===== src/hw/rtl/packet_deframer_crc_check_assert.svh =====
// Assertion macros for the packet deframer
`ifndef PACKET_DEFRAMER_CRC_CHECK_ASSERT_SVH
`define PACKET_DEFRAMER_CRC_CHECK_ASSERT_SVH
// implication checked on every clock, off during reset
`define PDC_ASSERT_IMP(lbl, a, c) \
  lbl: assert property (@(posedge clk_i) disable iff (!rst_ni) (a) |-> (c)) \
    else $error("assertion failed");
// next-cycle implication
`define PDC_ASSERT_NXT(lbl, a, c) \
  lbl: assert property (@(posedge clk_i) disable iff (!rst_ni) (a) |=> (c)) \
    else $error("assertion failed");
`endif


===== src/hw/rtl/pdc_pkg.sv =====
// Shared types, constants and CRC functions of the packet deframer
`timescale 1ns / 1ps
package pdc_pkg;
  localparam logic [7:0] MagicA = 8'hA5;
  localparam logic [7:0] MagicB = 8'hC3;
  localparam logic [13:0] MaxPayload = 14'd16383;

  localparam logic [1:0] EvTrash = 2'd0;
  localparam logic [1:0] EvPayload = 2'd1;
  localparam logic [1:0] EvGood = 2'd2;
  localparam logic [1:0] EvBad = 2'd3;

  localparam logic [1:0] CkNone = 2'd0;
  localparam logic [1:0] Ck8 = 2'd1;
  localparam logic [1:0] Ck16 = 2'd2;
  localparam logic [1:0] Ck32 = 2'd3;

  localparam logic [2:0] HdrBytes = 3'd7;

  // controller commands to datapath
  typedef struct packed {
    logic       load;      // shift in rx byte to window
    logic       drop;      // emit and drop window[0]
    logic       hdr_err;   // count header error with drop
    logic       accept;    // take header
    logic       pay;       // payload byte
    logic       trl;       // trailer byte
    logic       fin;       // emit end event
    logic       fin_good;
    logic       last;
    logic       emit_pay;
  } pdc_cmd_t;

  // datapath status to controller
  typedef struct packed {
    logic [2:0]  fill;
    logic        magic0;    // window[0..1] is magic pair
    logic        magic1;    // window[1..2] is magic pair
    logic        any_magic; // a magic pair exists in held bytes
    logic        hdr_ok;
    logic        len_zero;
    logic [13:0] remaining;
    logic [1:0]  kind;
    logic        trl_ok;
  } pdc_sts_t;

  function automatic logic [31:0] crc_byte(input logic [31:0] c, input logic [7:0] b,
                                           input logic [31:0] poly);
    logic [31:0] r;
    r = c ^ {24'd0, b};
    for (int i = 0; i < 8; i++) begin
      r = r[0] ? ((r >> 1) ^ poly) : (r >> 1);
    end
    return r;
  endfunction

  function automatic logic [31:0] poly_for(input logic [1:0] k);
    case (k)
      Ck8: return 32'h0000_008C;
      Ck16: return 32'h0000_A001;
      default: return 32'hEDB8_8320;
    endcase
  endfunction

  function automatic logic [2:0] trl_size(input logic [1:0] k);
    case (k)
      Ck8: return 3'd1;
      Ck16: return 3'd2;
      Ck32: return 3'd4;
      default: return 3'd0;
    endcase
  endfunction
endpackage


===== src/hw/rtl/pdc_datapath.sv =====
// Datapath: header window, CRC, trailer, counters and output register
`timescale 1ns / 1ps
module pdc_datapath (
  input  logic             clk_i,
  input  logic             rst_ni,
  input  logic [7:0]       rx_byte_i,
  input  pdc_pkg::pdc_cmd_t cmd_i,
  output pdc_pkg::pdc_sts_t sts_o,
  output logic [1:0]       event_kind_o,
  output logic [7:0]       data_byte_o,
  output logic [7:0]       command_o,
  output logic [7:0]       sequence_res_o,
  output logic [13:0]      payload_length_o,
  output logic             last_o,
  output logic [31:0]      trash_total_o,
  output logic [31:0]      header_error_total_o,
  output logic [31:0]      crc_error_total_o,
  output logic [31:0]      packet_total_o
);
  import pdc_pkg::*;

  logic [7:0] win_q [7];
  logic [2:0] fill_q;
  logic [13:0] rem_q;
  logic [1:0] kind_q;
  logic [31:0] crc_q, trl_q;
  logic [29:0] info_q;
  logic [31:0] trash_q, herr_q, cerr_q, pkt_q;
  logic [7:0] hcrc;
  logic [13:0] hlen;
  logic [31:0] want, mask, trl_full;
  logic [1:0] tidx;
  logic found;

  always_comb begin
    hcrc = '0;
    for (int i = 2; i < 6; i++) begin
      hcrc = 8'(crc_byte({24'd0, hcrc}, win_q[i], 32'h8C));
    end
    hlen = {win_q[3][5:0], win_q[2]};
    found = 1'b0;
    for (int i = 0; i < 6; i++) begin
      if ((3'(i + 1) < fill_q) && win_q[i] == MagicA && win_q[i + 1] == MagicB) begin
        found = 1'b1;
      end
    end
    tidx = 2'(trl_size(kind_q) - 3'(rem_q));
    trl_full = trl_q | ({24'd0, rx_byte_i} << {tidx, 3'd0});
    want = (kind_q == Ck32) ? ~crc_q : crc_q;
    mask = (kind_q == Ck8) ? 32'hFF : (kind_q == Ck16) ? 32'hFFFF : 32'hFFFF_FFFF;
    sts_o.fill = fill_q;
    sts_o.magic0 = (fill_q >= 3'd2) && win_q[0] == MagicA && win_q[1] == MagicB;
    sts_o.magic1 = (fill_q >= 3'd3) && win_q[1] == MagicA && win_q[2] == MagicB;
    sts_o.any_magic = found;
    sts_o.hdr_ok = (hcrc == win_q[6]) && (hlen <= MaxPayload);
    sts_o.len_zero = (hlen == 14'd0);
    sts_o.remaining = rem_q;
    sts_o.kind = kind_q;
    sts_o.trl_ok = (want & mask) == (trl_full & mask);
  end

  always_ff @(posedge clk_i) begin
    if (cmd_i.load) begin
      win_q[(fill_q == HdrBytes) ? 3'd6 : fill_q] <= rx_byte_i;
    end else if (cmd_i.drop) begin
      for (int i = 0; i < 6; i++) begin
        win_q[i] <= win_q[i + 1];
      end
    end
  end

  always_ff @(posedge clk_i or negedge rst_ni) begin
    if (!rst_ni) begin
      fill_q <= '0;
      rem_q <= '0;
      kind_q <= '0;
      crc_q <= '0;
      trl_q <= '0;
      info_q <= '0;
      trash_q <= '0;
      herr_q <= '0;
      cerr_q <= '0;
      pkt_q <= '0;
    end else begin
      if (cmd_i.load) begin
        fill_q <= (fill_q == HdrBytes) ? HdrBytes : fill_q + 3'd1;
      end else if (cmd_i.drop) begin
        fill_q <= fill_q - 3'd1;
        trash_q <= trash_q + 32'd1;
        if (cmd_i.hdr_err) begin
          herr_q <= herr_q + 32'd1;
        end
      end else if (cmd_i.accept) begin
        fill_q <= '0;
        info_q <= {win_q[5], win_q[4], hlen};
        kind_q <= win_q[3][7:6];
        rem_q <= hlen;
        crc_q <= (win_q[3][7:6] == Ck16) ? 32'hFFFF :
                 (win_q[3][7:6] == Ck32) ? 32'hFFFF_FFFF : 32'd0;
        trl_q <= '0;
      end else if (cmd_i.pay) begin
        if (kind_q != CkNone) begin
          crc_q <= crc_byte(crc_q, rx_byte_i, poly_for(kind_q));
        end
        if (rem_q == 14'd1) begin
          rem_q <= 14'(trl_size(kind_q));
          trl_q <= '0;
        end else begin
          rem_q <= rem_q - 14'd1;
        end
      end else if (cmd_i.trl) begin
        trl_q <= trl_full;
        rem_q <= rem_q - 14'd1;
      end
      if (cmd_i.fin) begin
        if (cmd_i.fin_good) begin
          pkt_q <= pkt_q + 32'd1;
        end else begin
          cerr_q <= cerr_q + 32'd1;
        end
      end
    end
  end

  // output register, loaded on each emitted result
  logic emit;
  assign emit = cmd_i.drop || cmd_i.fin || cmd_i.emit_pay;
  always_ff @(posedge clk_i) begin
    if (emit) begin
      last_o <= cmd_i.last;
      if (cmd_i.drop) begin
        event_kind_o <= EvTrash;
        data_byte_o <= win_q[0];
        trash_total_o <= trash_q + 32'd1;
        header_error_total_o <= cmd_i.hdr_err ? herr_q + 32'd1 : herr_q;
        crc_error_total_o <= cerr_q;
        packet_total_o <= pkt_q;
        command_o <= info_q[21:14];
        sequence_res_o <= info_q[29:22];
        payload_length_o <= info_q[13:0];
      end else if (cmd_i.emit_pay) begin
        event_kind_o <= EvPayload;
        data_byte_o <= rx_byte_i;
        trash_total_o <= trash_q;
        header_error_total_o <= herr_q;
        crc_error_total_o <= cerr_q;
        packet_total_o <= pkt_q;
        command_o <= info_q[21:14];
        sequence_res_o <= info_q[29:22];
        payload_length_o <= info_q[13:0];
      end else begin
        event_kind_o <= cmd_i.fin_good ? EvGood : EvBad;
        data_byte_o <= '0;
        trash_total_o <= trash_q;
        header_error_total_o <= herr_q;
        crc_error_total_o <= cmd_i.fin_good ? cerr_q : cerr_q + 32'd1;
        packet_total_o <= cmd_i.fin_good ? pkt_q + 32'd1 : pkt_q;
        command_o <= cmd_i.accept ? win_q[4] : info_q[21:14];
        sequence_res_o <= cmd_i.accept ? win_q[5] : info_q[29:22];
        payload_length_o <= cmd_i.accept ? hlen : info_q[13:0];
      end
    end
  end
endmodule


===== src/hw/rtl/pdc_ctrl.sv =====
// Controller: phase state machine, hunt sequencing and output handshake
`timescale 1ns / 1ps
module pdc_ctrl (
  input  logic              clk_i,
  input  logic              rst_ni,
  input  logic              in_valid,
  output logic              in_stall,
  output logic              out_valid,
  input  logic              out_stall,
  input  pdc_pkg::pdc_sts_t sts_i,
  output pdc_pkg::pdc_cmd_t cmd_o
);
  import pdc_pkg::*;
  `include "packet_deframer_crc_check_assert.svh"

  localparam logic [1:0] StHunt = 2'd0;
  localparam logic [1:0] StPay = 2'd1;
  localparam logic [1:0] StTrl = 2'd2;
  localparam logic [1:0] StScan = 2'd3;

  logic [1:0] state_q, state_d;
  logic ov_q, ov_d;
  logic pend_q, pend_d;   // pending end event after last payload byte
  logic free, acc;

  assign free = !ov_q || !out_stall;
  assign in_stall = !free || pend_q || state_q == StScan;
  assign acc = in_valid && !in_stall;
  assign out_valid = ov_q;

  always_comb begin
    cmd_o = '0;
    state_d = state_q;
    ov_d = ov_q && out_stall;
    pend_d = pend_q;
    if (free && pend_q) begin
      cmd_o.fin = 1'b1;
      cmd_o.fin_good = 1'b1;
      cmd_o.last = 1'b1;
      ov_d = 1'b1;
      pend_d = 1'b0;
      state_d = StHunt;
    end else if (free && state_q == StScan) begin
      if (!sts_i.any_magic) begin
        if (sts_i.fill > 3'd1) begin
          cmd_o.drop = 1'b1;
          cmd_o.last = sts_i.fill == 3'd2;
          ov_d = 1'b1;
        end
        if (sts_i.fill <= 3'd2) state_d = StHunt;
      end else if (!sts_i.magic0) begin
        // the drop that brings the magic pair to the front closes the burst
        cmd_o.drop = 1'b1;
        cmd_o.last = sts_i.magic1;
        ov_d = 1'b1;
      end else if (sts_i.fill < HdrBytes) begin
        state_d = StHunt;
      end else if (!sts_i.hdr_ok) begin
        cmd_o.drop = 1'b1;
        cmd_o.hdr_err = 1'b1;
        ov_d = 1'b1;
      end else begin
        cmd_o.accept = 1'b1;
        if (sts_i.len_zero) begin
          cmd_o.fin = 1'b1;
          cmd_o.fin_good = 1'b1;
          cmd_o.last = 1'b1;
          ov_d = 1'b1;
          state_d = StHunt;
        end else begin
          state_d = StPay;
        end
      end
    end else if (acc) begin
      case (state_q)
        StPay: begin
          cmd_o.pay = 1'b1;
          cmd_o.emit_pay = 1'b1;
          ov_d = 1'b1;
          if (sts_i.remaining == 14'd1) begin
            if (sts_i.kind == CkNone) pend_d = 1'b1;
            else state_d = StTrl;
          end else begin
            cmd_o.last = 1'b1;
          end
          if (sts_i.remaining == 14'd1 && sts_i.kind != CkNone) cmd_o.last = 1'b1;
        end
        StTrl: begin
          cmd_o.trl = 1'b1;
          if (sts_i.remaining == 14'd1) begin
            cmd_o.fin = 1'b1;
            cmd_o.fin_good = sts_i.trl_ok;
            cmd_o.last = 1'b1;
            ov_d = 1'b1;
            state_d = StHunt;
          end
        end
        default: begin
          cmd_o.load = 1'b1;
          state_d = StScan;
        end
      endcase
    end
  end

  always_ff @(posedge clk_i or negedge rst_ni) begin
    if (!rst_ni) begin
      state_q <= StHunt;
      ov_q <= 1'b0;
      pend_q <= 1'b0;
    end else begin
      state_q <= state_d;
      ov_q <= ov_d;
      pend_q <= pend_d;
    end
  end

  `PDC_ASSERT_IMP(a_no_accept_scan, state_q == StScan, in_stall)
  `PDC_ASSERT_IMP(a_one_cmd, 1'b1, $onehot0({cmd_o.load, cmd_o.drop, cmd_o.accept,
    cmd_o.pay, cmd_o.trl}))
  `PDC_ASSERT_NXT(a_pend_fin, pend_q && !out_stall, !pend_q)
endmodule


===== src/hw/rtl/packet_deframer_crc_check.sv =====
// Top level of the packet deframer with header and payload CRC checks
// Usage:
//  Input channel rx_byte_i with in_valid / in_stall; output channel carries one
//  event per item (discarded byte, payload byte, good end, CRC error end) with
//  out_valid / out_stall, plus header fields, a last flag and four wrapping
//  counters. An input byte may cause zero to six results.
//  Payload and trailer bytes go straight through; a payload byte's item is
//  registered when it is accepted and shown in the next cycle. A hunt or header
//  byte is loaded into the window, then the input stalls while the scan state
//  steps: each step drops at most one byte, takes the header or returns to hunt.
//  A payload that ends without a trailer emits its good-end item in a pending
//  step, with the input stalled. The scan sequencer emits at most one result
//  per cycle through a single output register unless the receiver stalls.
//  While the receiver stalls a valid item, it holds and the input is stalled.
//  Reset clears state, counters and the output valid; the window needs none.
`timescale 1ns / 1ps
module packet_deframer_crc_check (
  input  logic        clk_i,
  input  logic        rst_ni,
  input  logic        in_valid,
  output logic        in_stall,
  input  logic [7:0]  rx_byte_i,
  output logic        out_valid,
  input  logic        out_stall,
  output logic [1:0]  event_kind_o,
  output logic [7:0]  data_byte_o,
  output logic [7:0]  command_o,
  output logic [7:0]  sequence_res_o,
  output logic [13:0] payload_length_o,
  output logic        last_o,
  output logic [31:0] trash_total_o,
  output logic [31:0] header_error_total_o,
  output logic [31:0] crc_error_total_o,
  output logic [31:0] packet_total_o
);
  import pdc_pkg::*;

  pdc_cmd_t cmd;
  pdc_sts_t sts;

  pdc_ctrl u_ctrl (
    .clk_i, .rst_ni, .in_valid, .in_stall, .out_valid, .out_stall,
    .sts_i(sts), .cmd_o(cmd)
  );

  pdc_datapath u_dp (
    .clk_i, .rst_ni, .rx_byte_i, .cmd_i(cmd), .sts_o(sts),
    .event_kind_o, .data_byte_o, .command_o, .sequence_res_o, .payload_length_o,
    .last_o, .trash_total_o, .header_error_total_o, .crc_error_total_o,
    .packet_total_o
  );
endmodule


===== config.mk =====
export PLATFORM = sky130hd
export DESIGN_NAME = packet_deframer_crc_check
export DESIGN_NICKNAME = d
export VERILOG_FILES = /design/src/hw/rtl/pdc_pkg.sv /design/src/hw/rtl/pdc_datapath.sv /design/src/hw/rtl/pdc_ctrl.sv /design/src/hw/rtl/packet_deframer_crc_check.sv
export VERILOG_INCLUDE_DIRS = /design/src /design/src/hw/rtl
export SDC_FILE = /design/constraint.sdc
export NUM_CORES = 1
export LEC_CHECK = 0
export BUFFER_PORTS_ARGS = -buffer_cell sky130_fd_sc_hd__buf_4
export CAP_MARGIN = 20
export CORE_UTILIZATION = 55
export CTS_CLUSTER_DIAMETER = 150
export DETAILED_ROUTE_END_ITERATION = 10
export PLACE_DENSITY_LB_ADDON = 0.3
export SLEW_MARGIN = 40
export SYNTH_ARGS = -nofsm -noshare
export SYNTH_HDL_FRONTEND = slang
export SYNTH_HIERARCHICAL = 1
export SYNTH_SLANG_ARGS = --single-unit

===== constraint.sdc =====
create_clock -name clk_i -period 10.9 [get_ports clk_i]
set_clock_uncertainty 0.05 [all_clocks]
set_input_delay 1.635 -clock clk_i [delete_from_list [all_inputs] [get_ports clk_i]]
set_output_delay 1.635 -clock clk_i [all_outputs]
set_load 0.03 [all_outputs]

==> out/results.ini <==
[synth]
synth_fp_nets = 2221
synth_cell_types = 79
ys_seq_area_frac = 0.530
netlist.area_leader.share = 0.278
yosysMostFrequentCell = xnor2_1
synth_area_leader_cell = edfxtp_1
ys_warn_count = 6
syn_inst = 2191
synth_area_um2 = 24300
synthTopCellsByArea = edfxtp_1, dfrtp_1, xnor2_1
synth_ff_type = dfrtp_1
async_flop_share = 0.521
synth-seq-cells = 470
synth_commonest_cells = xnor2_1, dfrtp_1, nor2_1
synth_area_per_cell_um2 = 11.1
synth_edf_count = 225

[final_layout]
top_register = u_dp/win_q
multi_input_area_um2 = 10900
largest_reg_flops = 56
syn_to_final_growth_pct = 14.7
seqCellArea_um2 = 12900
nNetsFinal = 2351
num-fill-cells = 3406
utilization = 0.643
drive_gt1_frac = 0.161

[timing]
timing.fmax_ghz = 0.128
fin_crit_sh = 0.719
rsz0062_at_grt = no
hold_violations = 0
setup_ws_ps = 3070
hold_slack_ps = 442
tightestPinTransition_ps = 858
slew_headroom = 0.428
period_needed_ps = 7830
slew_violations = 0
fin_tns_setup_ps = 0
setup_viol_count_final = 0

[route]
drt_iter0_drc = 1490
drt_pass1_iterations = 5
wire_per_inst_um = 18.9
final_antenna_net_count = 0
viasPerCell = 5.62
met2WireLength_um = 26300
routed_wl_um = 55600
dr_wl_met3_um = 3460
num_vias = 16563
m1WireLength_um = 24800
drc_errors = 0
dr.max_layer_used = met4

[placement]
dpl_worst_slack_ps = 3210
gp_congestion = 0.902
hpwl_um = 38600
io_buffer_count = 182

[setup_path]
cpMostUsedCell = nand2_1
r2r_start = u_dp/win_q[2][5]
ff2ff_path_depth = 26
slowest_delay_ps = 540
r2r_slack_ps = 3070
crit_type = flop to flop
worst_ep_required_time_ps = 11170
crit_path_start = u_dp/win_q[2][5]
crit_arrival_ps = 8110
r2r_end = u_dp/packet_total_o[28]
end_kind = flop
cp_slowest_cell = edfxtp_1
cp_max_fo = 10
start_kind = flop

[min_path]
hold_class = flop to flop
min_path_cells = 1
holdPathEnd = u_dp/trash_q[31]
hold_path.startpoint = u_dp/trash_q[31]

[clocking]
cts_resized = 0
clockBufferDepth = 3
cts_buffers = 49
clk_latency_ps = 590
clk_pin_slew_ps = 60
cts_hold_buffers = 0
cts_tree = done
cts-root-buf = clkbuf_16
cts_sinks = 470
postCtsSetupRepairBufs = 0
ctsHtreeMaxLevel = 2

[global_route]
grt_start_max_net_pins = 116
grt-ovfl-total = 0
grt_pass1_vias = 15961
antenna_found_initial = 1
grt_first_pass_wirelength_um = 86500
grt_util_all_layers = 0.246

[die]
num_rows = 76
initial_utilization = 0.561
die-area_um2 = 45000
io_pins = 183
die_x_um = 212
core_area_um2 = 43400
die_h_um = 212

[flow_run]
cap_violations = 0

[status]
status = finished, final reports clean

## metal layers
metal | track usage | vias to the layer above
met5 | 0 | -
met4 | 0.0608 | 0
met3 | 0.0431 | 89
met2 | 0.396 | 558
met1 | 0.346 | 8125
li1 | - | 7791
## cell families (layout without fill, tap and decap cells)
| family | Yosys count | in the layout | synth area share |
|---|---|---|---|
| multiplexers | 77 | 77 | 0.0358 |
| adder cells (fa/ha/maj) | 18 | 18 | 0.00926 |
| AO/OA/AOI/OAI | 270 | 270 | 0.0709 |
| other | 0 | 1 | 0 |
| buffers and inverters | 156 | 327 | 0.0247 |
| flip-flops | 470 | 470 | 0.530 |
| XOR/XNOR | 492 | 492 | 0.192 |
| AND/OR/NAND/NOR | 708 | 708 | 0.138 |
## critical path: cells and delay by family (launching register included)
family | cells | cell delay [ps]
simple gates | 13 | 2840
compound gates | 3 | 860
buf+inv | 1 | 80
flops | 1 | 540
mux | 2 | 610
xor+xnor | 7 | 2600
## through the flow
stage	instances	area [µm²]
after floorplan	2191	24300
after global placement	2852	26100
after detailed placement	2855	26200
after CTS	2947	27900
after global routing	2947	27900
final	2948	27900
## worst max-delay path by stage
stage / end / slack (ps)
finish: u_dp/packet_total_o[28] / 3070
global route: u_dp/packet_total_o[28] / 2540
CTS: u_dp/packet_total_o[28] / 3110
detailed placement: u_dp/packet_total_o[28] / 3210
global placement: u_dp/packet_total_o[24] / 3420
floorplan: u_dp/command_o[0] / 1630
## layout by cell type (no fill, tap or decap), drive strengths merged, types with 19 or more instances in the layout
cell type | Yosys | final
xnor2 | 313 | 313
nand2b | 19 | 19
buf | 18 | 204
a21o | 50 | 50
and3 | 33 | 33
a21oi | 100 | 100
xor2 | 156 | 156
nand3 | 70 | 70
o21ai | 45 | 45
mux2 | 69 | 69
nand2 | 181 | 181
clkinv | 0 | 19
nand4 | 39 | 39
inv | 31 | 33
and2 | 26 | 26
nor2 | 229 | 229
clkbuf | 107 | 63
nor3 | 44 | 44
edfxtp | 225 | 225
dfrtp | 245 | 245
## final cells by class
class,count,area share
Antenna cell,1,0.0000898
Clock buffer,63,0.0481
Clock inverter,29,0.0115
Inverter,31,0.00417
Multi-Input combinational cell,1565,0.390
Sequential cell,470,0.462
Tap cell,585,0.0263
Timing Repair Buffer,204,0.0576
Power is not shown: default switching activity piles up to over one toggle a cycle in this logic, so the estimate is an artifact.
